### config.mk
export PLATFORM = sky130hd
export DESIGN_NAME = bounded_random_integer
export DESIGN_NICKNAME = d
export VERILOG_FILES = /design/src/sv/bri_pkg.sv /design/src/sv/bri_ctrl.sv /design/src/sv/bri_dp.sv /design/src/sv/bounded_random_integer.sv
export VERILOG_INCLUDE_DIRS = /design/src /design/src/sv
export SDC_FILE = /design/constraint.sdc
export NUM_CORES = 2
export LEC_CHECK = 0
export ABC_AREA = 1
export BUFFER_PORTS_ARGS = -buffer_cell sky130_fd_sc_hd__clkbuf_2
export CORE_MARGIN = 4
export CORE_UTILIZATION = 65
export DETAILED_ROUTE_END_ITERATION = 8
export PLACE_DENSITY = 0.9
export SKIP_LAST_GASP = 1
export SLEW_MARGIN = 20
export SYNTH_ARGS = -nofsm -noshare
export SYNTH_HDL_FRONTEND = slang
export SYNTH_SLANG_ARGS = --single-unit
### constraint.sdc
create_clock -name clk -period 9.6 [get_ports clk]
set_input_delay 0.48 -clock clk [delete_from_list [all_inputs] [get_ports clk]]
set_output_delay 0.48 -clock clk [all_outputs]
set_load 0.05 [all_outputs]
### src/sv/bounded_random_integer_defines.svh
// Assertion macros shared by the bounded random integer RTL.
`ifndef BOUNDED_RANDOM_INTEGER_DEFINES_SVH
`define BOUNDED_RANDOM_INTEGER_DEFINES_SVH

`ifndef SYNTHESIS
`define BRI_ASSERT_SAME(lbl, ante, cons) \
  lbl: assert property (@(posedge clk) disable iff (!rst_n) (ante) |-> (cons)) \
    else $error("bri: assertion failed");
`define BRI_ASSERT_NEXT(lbl, ante, cons) \
  lbl: assert property (@(posedge clk) disable iff (!rst_n) (ante) |=> (cons)) \
    else $error("bri: assertion failed");
`else
`define BRI_ASSERT_SAME(lbl, ante, cons)
`define BRI_ASSERT_NEXT(lbl, ante, cons)
`endif

`endif

### src/sv/bri_pkg.sv
// Types, constants and the output permutation of the bounded random integer block.
package bri_pkg;

  localparam logic [63:0] LCG_MULT   = 64'h5851_F42D_4C95_7F2D;
  localparam logic [31:0] LCG_MULT_LO = LCG_MULT[31:0];
  localparam logic [31:0] LCG_MULT_HI = LCG_MULT[63:32];

  localparam logic [63:0] SEED_RST   = 64'h0000_0000_DEAD_BEEF;
  localparam logic [63:0] STREAM_RST = 64'h0000_0BAD_CAFE_FACE;

  localparam int unsigned ADDR_W = 4;
  localparam logic        REG_SEED   = 1'b0;
  localparam logic        REG_STREAM = 1'b1;

  typedef enum logic [2:0] {
    ST_IDLE,
    ST_SEED,
    ST_P0,
    ST_P1,
    ST_P2,
    ST_P3,
    ST_ADV,
    ST_OUT
  } bri_state_t;

  typedef enum logic [1:0] {
    MUL_LL,
    MUL_HL,
    MUL_LH,
    MUL_SW
  } bri_mul_t;

  typedef struct packed {
    logic     seed;
    logic     start;
    logic     word_ld;
    logic     acc_ld;
    logic     acc_add;
    logic     adv;
    logic     eval;
    logic     out_ld;
    bri_mul_t mul_sel;
  } bri_cmd_t;

  typedef struct packed {
    logic done_now;
    logic out_free;
  } bri_status_t;

  function automatic logic [31:0] pcg_word(input logic [63:0] old);
    logic [63:0] mix;
    logic [31:0] xs;
    logic [4:0]  rot;
    mix = (old >> 18) ^ old;
    xs  = mix[58:27];
    rot = old[63:59];
    return (xs >> rot) | (xs << (5'd0 - rot));
  endfunction

endpackage

### src/sv/bri_ctrl.sv
// Sequencer for seeding, word draws and result hand-off.
`include "bounded_random_integer_defines.svh"

module bri_ctrl (
  input  logic                 clk,
  input  logic                 rst_n,
  input  logic                 in_valid,
  input  logic                 cfg_wr,
  input  bri_pkg::bri_status_t status,
  output logic                 in_ready,
  output bri_pkg::bri_cmd_t    cmd
);
  import bri_pkg::*;

  bri_state_t state_r, state_nxt;
  logic       item_r, item_nxt;

  always_ff @(posedge clk) begin
    if (!rst_n) begin
      state_r <= ST_SEED;
      item_r  <= 1'b0;
    end else begin
      state_r <= state_nxt;
      item_r  <= item_nxt;
    end
  end

  always_comb begin
    state_nxt = state_r;
    item_nxt  = item_r;
    unique case (state_r)
      ST_IDLE: begin
        if (in_valid) begin
          state_nxt = ST_P0;
          item_nxt  = 1'b1;
        end
      end
      ST_SEED: begin
        state_nxt = ST_P0;
        item_nxt  = 1'b0;
      end
      ST_P0: state_nxt = ST_P1;
      ST_P1: state_nxt = ST_P2;
      ST_P2: state_nxt = ST_P3;
      ST_P3: state_nxt = ST_ADV;
      ST_ADV: begin
        if (!item_r) begin
          state_nxt = ST_IDLE;
        end else if (status.done_now) begin
          state_nxt = ST_OUT;
        end else begin
          state_nxt = ST_P0;
        end
      end
      ST_OUT: begin
        if (status.out_free) begin
          state_nxt = ST_IDLE;
          item_nxt  = 1'b0;
        end
      end
      default: state_nxt = ST_IDLE;
    endcase
    if (cfg_wr) begin
      state_nxt = ST_SEED;
    end
  end

  always_comb begin
    cmd         = '0;
    cmd.mul_sel = MUL_SW;
    in_ready    = 1'b0;
    unique case (state_r)
      ST_IDLE: begin
        in_ready  = 1'b1;
        cmd.start = in_valid;
      end
      ST_SEED: cmd.seed = 1'b1;
      ST_P0: begin
        cmd.word_ld = 1'b1;
        cmd.mul_sel = MUL_LL;
      end
      ST_P1: begin
        cmd.acc_ld  = 1'b1;
        cmd.mul_sel = MUL_HL;
      end
      ST_P2: begin
        cmd.acc_add = 1'b1;
        cmd.mul_sel = MUL_LH;
      end
      ST_P3: begin
        cmd.acc_add = 1'b1;
        cmd.mul_sel = MUL_SW;
      end
      ST_ADV: begin
        cmd.adv  = 1'b1;
        cmd.eval = item_r;
      end
      ST_OUT: cmd.out_ld = status.out_free;
      default: cmd = '0;
    endcase
  end

  `BRI_ASSERT_NEXT(a_cfg_reseeds, cfg_wr, state_r == ST_SEED)
  `BRI_ASSERT_NEXT(a_accept_draws, cmd.start && !cfg_wr, state_r == ST_P0 && item_r)
  `BRI_ASSERT_NEXT(a_p3_advances, state_r == ST_P3 && !cfg_wr, state_r == ST_ADV)

endmodule

### src/sv/bri_dp.sv
// Generator state, shared 32x32 multiplier, carry extension and result register.
`include "bounded_random_integer_defines.svh"

module bri_dp #(
  parameter int unsigned MAX_EXTRA_WORDS = 10
) (
  input  logic                 clk,
  input  logic                 rst_n,
  input  bri_pkg::bri_cmd_t    cmd,
  input  logic [63:0]          seed_value,
  input  logic [63:0]          stream_select,
  input  logic [31:0]          in_bound,
  input  logic                 out_ready,
  output bri_pkg::bri_status_t status,
  output logic                 out_valid,
  output logic [31:0]          out_value,
  output logic [3:0]           out_words_drawn
);
  import bri_pkg::*;

  localparam int unsigned EXTRA_W = $clog2(MAX_EXTRA_WORDS + 2);
  localparam logic [EXTRA_W-1:0] EXTRA_MAX = EXTRA_W'(MAX_EXTRA_WORDS);

  logic [63:0] state_r, inc_r, acc_r, mul_r;
  logic [31:0] word_r, s_r, frac_r, ipart_r, res_r;
  logic [3:0]  used_r;
  logic [EXTRA_W-1:0] extra_r;
  logic        first_r;
  logic        out_valid_r;
  logic [31:0] out_value_r;
  logic [3:0]  out_words_r;

  logic [31:0] mul_a, mul_b;
  logic [63:0] inc_seed;
  logic [31:0] prod_hi, prod_lo, neg_s;
  logic [32:0] sum;
  logic [EXTRA_W-1:0] extra_inc;
  logic [3:0]  used_inc;
  logic        carry, all_ones, done_now;

  always_comb begin
    case (cmd.mul_sel)
      MUL_LL: begin
        mul_a = state_r[31:0];
        mul_b = LCG_MULT_LO;
      end
      MUL_HL: begin
        mul_a = state_r[63:32];
        mul_b = LCG_MULT_LO;
      end
      MUL_LH: begin
        mul_a = state_r[31:0];
        mul_b = LCG_MULT_HI;
      end
      default: begin
        mul_a = s_r;
        mul_b = word_r;
      end
    endcase
  end

  assign inc_seed  = {stream_select[62:0], 1'b1};
  assign prod_hi   = mul_r[63:32];
  assign prod_lo   = mul_r[31:0];
  assign neg_s     = 32'd0 - s_r;
  assign sum       = {1'b0, frac_r} + {1'b0, prod_hi};
  assign carry     = sum[32];
  assign all_ones  = (sum[31:0] == 32'hFFFF_FFFF);
  assign extra_inc = extra_r + 1'b1;
  assign used_inc  = (used_r == 4'hF) ? used_r : used_r + 4'd1;

  always_comb begin
    if (first_r) begin
      done_now = (prod_lo <= neg_s) || (MAX_EXTRA_WORDS == 0);
    end else begin
      done_now = carry || !all_ones || (extra_inc == EXTRA_MAX);
    end
  end

  assign status.done_now = done_now;
  assign status.out_free = !out_valid_r || out_ready;

  // generator and multiplier pipeline
  always_ff @(posedge clk) begin
    mul_r <= mul_a * mul_b;
    if (cmd.seed) begin
      inc_r   <= inc_seed;
      state_r <= inc_seed + seed_value;
    end else if (cmd.adv) begin
      state_r <= acc_r + inc_r;
    end
    if (cmd.word_ld) begin
      word_r <= pcg_word(state_r);
    end
    if (cmd.acc_ld) begin
      acc_r <= mul_r;
    end else if (cmd.acc_add) begin
      acc_r[63:32] <= acc_r[63:32] + prod_lo;
    end
    if (cmd.start) begin
      s_r <= in_bound;
    end
    if (cmd.eval) begin
      frac_r <= prod_lo;
      if (first_r) begin
        ipart_r <= prod_hi;
        res_r   <= prod_hi;
        used_r  <= 4'd1;
      end else begin
        used_r <= used_inc;
        if (carry) begin
          res_r <= ipart_r + 32'd1;
        end
      end
    end
    if (cmd.out_ld) begin
      out_value_r <= res_r;
      out_words_r <= used_r;
    end
  end

  always_ff @(posedge clk) begin
    if (!rst_n) begin
      first_r     <= 1'b0;
      extra_r     <= '0;
      out_valid_r <= 1'b0;
    end else begin
      if (cmd.start) begin
        first_r <= 1'b1;
        extra_r <= '0;
      end else if (cmd.eval) begin
        first_r <= 1'b0;
        if (!first_r) begin
          extra_r <= extra_inc;
        end
      end
      if (cmd.out_ld) begin
        out_valid_r <= 1'b1;
      end else if (out_ready) begin
        out_valid_r <= 1'b0;
      end
    end
  end

  assign out_valid       = out_valid_r;
  assign out_value       = out_value_r;
  assign out_words_drawn = out_words_r;

  `BRI_ASSERT_SAME(a_words_nonzero, out_valid_r, out_words_r != 4'd0)
  `BRI_ASSERT_NEXT(a_extra_counts, cmd.eval && !first_r && used_r != 4'hF, used_r >= 4'd2)
  `BRI_ASSERT_SAME(a_no_load_when_full, cmd.out_ld, !out_valid_r || out_ready)

endmodule

### src/sv/bounded_random_integer.sv
// Top level of the bounded random integer block: register port, sequencer and datapath.
//
// Returns a random integer in [0, bound) from a built-in PCG32 XSH-RR generator,
// extending the fraction with extra words while a carry into the integer part is still
// possible. For each generator word the sequencer steps through P0, P1, P2, P3 and ADV: one
// shared 32x32 multiplier forms the three partial products of the 64-bit LCG step and the
// bound-times-word product in turn, and the state update and carry check share ADV. An item
// runs these steps once per word drawn before its result loads, and the next item is only
// accepted once the block is back in idle; an item draws 1 to 1 + MAX_EXTRA_WORDS words,
// most often 1. A result waits in an output register while the next item is accepted; a
// result that cannot load because the previous one is still held stalls the block until it
// leaves. After reset and after every register write the generator reseeds, during which
// no item is accepted. Registers are 64 bits at byte address 0 (seed) and 8 (stream).
module bounded_random_integer #(
  parameter int unsigned MAX_EXTRA_WORDS = 10
) (
  input  logic                       clk,
  input  logic                       rst_n,
  input  logic                       in_valid,
  output logic                       in_ready,
  input  logic [31:0]                in_bound,
  output logic                       out_valid,
  input  logic                       out_ready,
  output logic [31:0]                out_value,
  output logic [3:0]                 out_words_drawn,
  input  logic                       psel,
  input  logic                       penable,
  input  logic                       pwrite,
  input  logic [bri_pkg::ADDR_W-1:0] paddr,
  input  logic [63:0]                pwdata,
  output logic [63:0]                prdata,
  output logic                       pready
);
  import bri_pkg::*;

  logic [63:0] seed_r, stream_r;
  logic        cfg_wr;
  bri_cmd_t    cmd;
  bri_status_t status;

  assign pready = 1'b1;
  assign cfg_wr = psel && penable && pwrite && pready;

  always_ff @(posedge clk) begin
    if (!rst_n) begin
      seed_r   <= SEED_RST;
      stream_r <= STREAM_RST;
    end else if (cfg_wr) begin
      if (paddr[3] == REG_STREAM) begin
        stream_r <= pwdata;
      end else begin
        seed_r <= pwdata;
      end
    end
  end

  assign prdata = (paddr[3] == REG_SEED) ? seed_r : stream_r;

  bri_ctrl u_ctrl (
    .clk      (clk),
    .rst_n    (rst_n),
    .in_valid (in_valid),
    .cfg_wr   (cfg_wr),
    .status   (status),
    .in_ready (in_ready),
    .cmd      (cmd)
  );

  bri_dp #(
    .MAX_EXTRA_WORDS (MAX_EXTRA_WORDS)
  ) u_dp (
    .clk             (clk),
    .rst_n           (rst_n),
    .cmd             (cmd),
    .seed_value      (seed_r),
    .stream_select   (stream_r),
    .in_bound        (in_bound),
    .out_ready       (out_ready),
    .status          (status),
    .out_valid       (out_valid),
    .out_value       (out_value),
    .out_words_drawn (out_words_drawn)
  );

endmodule

* Yosys cells after proc, flatten, opt, wreduce, memory -nomap -nowiden
Cells that the tools add are included.
** Cells by class
- Add/sub/neg operators :: 9
- Multiply operators :: 1
- $lt $le $gt $ge :: 1
- Equal/unequal tests :: 15
- Shift operators :: 2
- Muxes and demuxes :: 32
- Bitwise operators :: 5
- Reduce and logical (&&, ||, !) cells :: 28
** Operator list (count)
- 64-bit two-way mux :: 3
- 64-bit adder :: 2
- 32-bit two-way mux :: 4
- 32-bit case mux with 2 select lines :: 2
- 32-bit by 32-bit multiplier with 64-bit output :: 1
- 46-bit by 59-bit XOR with 59-bit output :: 1
- 32-bit by 32-bit adder with 33-bit output :: 1
- 32-bit by 1-bit adder with 32-bit output, second input constant :: 1
- 32-bit adder :: 1
- 32-bit equality test, second input constant :: 1
- 32-bit less-or-equal comparator :: 1
- 32-bit OR :: 1
- 32-bit by 5-bit << shifter with 32-bit output :: 1
- 32-bit by 5-bit >> shifter with 32-bit output :: 1
- 1-bit by 32-bit subtractor with 32-bit output, first input constant :: 1
- 3-bit case mux with 8 select lines :: 1
- 1-bit two-way mux :: 14
- 2-bit AND reduction :: 7
- 3-bit equality test, second input constant :: 4
- 3-bit two-way mux :: 4
- 2-bit nonzero test :: 5
- 2-bit OR reduction :: 5
- 4-bit by 1-bit adder with 4-bit output, second input constant :: 2
- 4-bit equality test, second input constant :: 2
- 19 further kinds :: 27
** Word-level totals
- Register bits :: 593
- Logic and storage cells :: 113

* Depth between registers and ports, before layout
- Depth in word-level cells :: 9
- Mapped depth :: 41
- Mapped depth without buffers :: 39

* Modules after synthesis
A second synthesis with hierarchy kept.
** Second synthesis, totals
- Cell total of the unflattened synthesis :: 9712
- Area total of the unflattened synthesis :: 74023.5 um^2
** Modules (own cells, without submodules)
- bri_dp :: instances 1, cells each 8766, area each 67956.4 um^2
- bounded_random_integer :: instances 1, cells each 896, area each 5770.5 um^2
- bri_ctrl :: instances 1, cells each 50, area each 296.5 um^2

* Worst setup path after synthesis
OpenSTA, ideal clock, no wires.
- Path kind :: register to register
- Start :: register u_ctrl.state_r[2]
- End :: register u_dp.mul_r[40]
- Library setup time :: 120 ps
- Arrival time :: 7454 ps
- Path slack :: 2026 ps
- Cell stages (with the launch flop) :: 37
- Path buffers :: 3
- Clock period less this slack :: 7574 ps
- Cell sequence :: dfxtp_1 > inv_2 > nor2_2 > inv_2 > nor2_8 > nor2_8 > inv_4 > buf_4 > nand2_1 > o21a_1 > buf_2 > inv_1 > buf_2 > nor2_1 > fa_1 > fa_1 > fa_1 > inv_1 > fa_1 > inv_1 > fa_1 > inv_1 > fa_1 > inv_1 > fa_1 > fa_1 > ha_1 > nand2_1 > nor2_1 > nand2_1 > nor4_1 > o21ai_0 > nand3_1 > a21oi_1 > o21ai_0 > a21oi_1 > xnor2_1
** On the way
- Word-level cells in the longest chain between the ends :: 6
- Elaborated cells on any way between the ends :: 12
- Classes of those cells :: mul (1); eq/ne (5); mux (3); reduce/logical (3)
** Ends and longest elaborated chain
- start, declared :: line bri_ctrl.sv:15 : bri_state_t state_r, state_nxt;
- start signal, assigned :: line bri_ctrl.sv:23 : state_r <= state_nxt;
- 3-bit equality test / 3-bit by 2-bit equality test with 1-bit output (equally long branches) :: line bri_ctrl.sv:72 : unique case (state_r)
- 2-bit case mux with 3 select lines * :: line bri_ctrl.sv:72
- 2-bit equality test, or another cell as far along :: line bri_dp.sv:42 : case (cmd.mul_sel)
- 2-bit OR reduction (no line)
- 32-bit case mux with 2 select lines :: line bri_dp.sv:42
- 32-bit by 32-bit multiplier with 64-bit output * :: line bri_dp.sv:85 : mul_r <= mul_a * mul_b;
- end signal, assigned :: line bri_dp.sv:85
- end, declared :: line bri_dp.sv:24 : logic [63:0] state_r, inc_r, acc_r, mul_r;
Mark *: on every way between the ends. The rest lies on a longest branch, timed or not.
A chain may end at the register's enable or synchronous reset.

* Worst setup path in the final report
- Start :: register u_ctrl.state_r[2]
- End :: register u_dp.mul_r[49]
The elaborated chain is that of the path after synthesis.

==> results_dict.tcl <==
set metrics [dict create \
    cts_buffer_depth 3 \
    die_h_um 340 \
    fmax_mhz 107 \
    rsz0062_at_grt "false" \
    layout_common_cells "2062 x nand2_1, 1721 x inv_1, 1060 x nor2_1" \
    num_rows 121 \
    drt-pass1-iter-count 9 \
    grt.total_usage_pct 46.5 \
    regArea_sq_mm 0.0158 \
    cp-start-kind "register" \
    slowest_delay_ns 0.59 \
    r2r-end "u_dp.mul_r[49]$_DFF_P_" \
    cap_violations 0 \
    area_growth_pct 8.51 \
    hold_viol 0 \
    dp_hpwl_mm 217 \
    antenna_found_initial 13 \
    r2r_start "u_ctrl.state_r[2]$_SDFFE_PP0P_" \
    ys_ff_latch 593 \
    finalWirelength_mm 271 \
    clock_latency_ns 0.66 \
    die_x_um 340 \
    drive_gt1_share_pct 7.33 \
    synth_area_leader_cell "fa_1" \
    drc 0 \
    nets 10935 \
    r2r_cells 33 \
    fin_tns_setup_ns 0 \
    hold_depth 1 \
    drt_iter0_markers 8800 \
    path_clk_slew_ns 0.07 \
    cts_root_buffer "clkbuf_16" \
    path_common_cell "fa_1" \
    coreArea_sq_mm 0.109 \
    cp_max_fo 28 \
    cts_htree_levels 3 \
    numPortBuffers 205 \
    vias_per_cell 6.15 \
    hp-class "input pin to register" \
    syn-cell-area_sq_mm 0.0717 \
    dieArea_sq_mm 0.116 \
    gp_congestion 1.07 \
    hp-start "in_bound[20]" \
    syn_nets 10720 \
    crit_required_ns 10.17 \
    slowest_stage "fa_1" \
    grt_pass1_wl_mm 401 \
    multi_input_area_sq_mm 0.0481 \
    grt_pass1_vias 66753 \
    synth_area_leaders "fa_1 25%, edfxtp_1 16%, nand2_1 11%" \
    synth_cells 9225 \
    wl_per_cell_um 24.7 \
    clock-skew-final_ns 0.0435 \
    r2r_slack_ns 0.24 \
    syn_area_per_cell_sq_um 7.78 \
    io_pins 210 \
    ys.flop_type "edfxtp_1" \
    cts_made_buffers 66 \
    worstSetupPathType "register to register" \
    synth.distinct_cells 68 \
    seq_area_frac_synth_pct 22.0 \
    vias 67550 \
    ys_warn_count 0 \
    gr-total-overflow 0 \
    final_common_cell "nand2_1" \
    cts_tree "yes" \
    status "complete, no violations" \
    grt_max_degree 97 \
    relSlewSlack_pct 19.6 \
    finalSetupViolCount 0 \
    tightest_slew_ns 1.21 \
    initial_core_util_pct 65.7 \
    synth_top_area_share_pct 25.1 \
    min_period_ns 9.36 \
    async_flop_share_pct 0 \
    fillers 8344 \
    ant_nets 0 \
    maxSlewViolCount 0 \
    cp.arrival_ns 9.93 \
    synth_edf_count 391 \
    cts.sinks 593 \
    finalCritPeriodShare_pct 97.5 \
    end_kind "register" \
    worst_hold_path.endpoint "u_dp.s_r[20]$_DFFE_PP_" \
]
==> layer usage <==
| metal | GRT usage (%) | vias to the layer above | part of all wire, % |
|---|---|---|---|
| met1 | 61.2 | 31991 | 36 |
| met3 | 14.8 | 1088 | 15 |
| met5 | 0.417 | - | 0.069 |
| li1 | - | 29332 | - |
| met2 | 67.2 | 5133 | 41 |
| met4 | 28.1 | 6 | 7.7 |
==> through the flow <==
stage	instance area, sq um	hold WS [ns]	setup slack [ns]	util [%]	instances
floorplan	71700	0.400	2.03	-	9225
global placement	75400	0.401	0.604	69.1	10834
detailed placement	75400	0.405	0.406	69.1	10834
CTS	77800	0.000458	0.362	71.3	10967
global route	77800	0.0189	0.0854	71.3	10969
finish	77800	0.0228	0.240	71.3	10977
==> cells by family (layout without fill, tap and decap cells) <==
family                   count (synthesis)  in the layout  synth area share (%)
flip-flops                             593            593                  22.0
adder cells (fa/ha/maj)               1388           1388                  33.6
AND/OR/NAND/NOR                       3662           3662                  20.5
buffers and inverters                 2070           2337                  11.2
multiplexers                             5              5                0.0698
XOR/XNOR                               177            177                  2.16
other                                    1             10               0.00523
AO/OA/AOI/OAI                         1329           1329                  10.4
==> worst max path at each step <==
stage          slack [ns]                      startpoint  depth (start not counted)                      to
2_1_floorplan        2.03  u_ctrl.state_r[2]$_SDFFE_PP0P_                         36  u_dp.mul_r[40]$_DFF_P_
5_1_grt              0.09  u_ctrl.state_r[0]$_SDFFE_PP1P_                         29  u_dp.mul_r[49]$_DFF_P_
6_report             0.24  u_ctrl.state_r[2]$_SDFFE_PP0P_                         33  u_dp.mul_r[49]$_DFF_P_
4_1_cts              0.36  u_ctrl.state_r[2]$_SDFFE_PP0P_                         33  u_dp.mul_r[49]$_DFF_P_
3_3_place_gp         0.60  u_ctrl.state_r[2]$_SDFFE_PP0P_                         33  u_dp.mul_r[49]$_DFF_P_
3_5_place_dp         0.41  u_ctrl.state_r[2]$_SDFFE_PP0P_                         33  u_dp.mul_r[49]$_DFF_P_
==> cell usage after synthesis (64+ instances only) <==
| library cell | number |
|---|---|
| a21oi_1 | 427 |
| a31oi_1 | 77 |
| buf_2 | 124 |
| clkbuf_1 | 167 |
| dfxtp_1 | 202 |
| edfxtp_1 | 391 |
| fa_1 | 900 |
| ha_1 | 488 |
| inv_1 | 1723 |
| nand2_1 | 2063 |
| nand3_1 | 287 |
| nor2_1 | 1085 |
| o21ai_0 | 544 |
| xnor2_1 | 64 |
| xor2_1 | 113 |
==> worst max-delay path, delay by kind of cell, from the launching register on <==
| kind | cells | cell delay, ns |
|---|---|---|
| AOI/OAI and AO/OA | 9 | 2.27 |
| xor gates and xnor gates | 1 | 0.13 |
| adders and majority gates | 9 | 4.40 |
| buffers and inverters | 8 | 0.80 |
| DFF | 1 | 0.49 |
| and+or+nand+nor | 6 | 1.15 |
==> sequential cells by signal, indices dropped and copies added, names as in the netlist, 63 cells and up <==
| register | count |
|---|---|
| seed_r | 64 |
| stream_r | 64 |
| u_dp.acc_r | 64 |
| u_dp.inc_r | 63 |
| u_dp.mul_r | 64 |
| u_dp.state_r | 64 |
==> timing repair <==
item,4_1_cts,5_1_grt
setup buffers,0,0
resized for setup,0,1
setup endpoints to repair,0,8
hold buffers,13,0
hold endpoints to repair,13,0
==> cell type report <==
cell class | count | area share, %
clock buffers | 79 | 2.26
diodes | 9 | 0.0289
well taps | 1476 | 2.37
multi-input cells | 6562 | 61.8
inverters | 1753 | 8.46
repair buffers | 464 | 4.08
flip-flops and latches | 593 | 20.3
clock inverters | 41 | 0.688
Power is not shown: default switching activity piles up to over one toggle a cycle in this logic, so the estimate is an artifact.
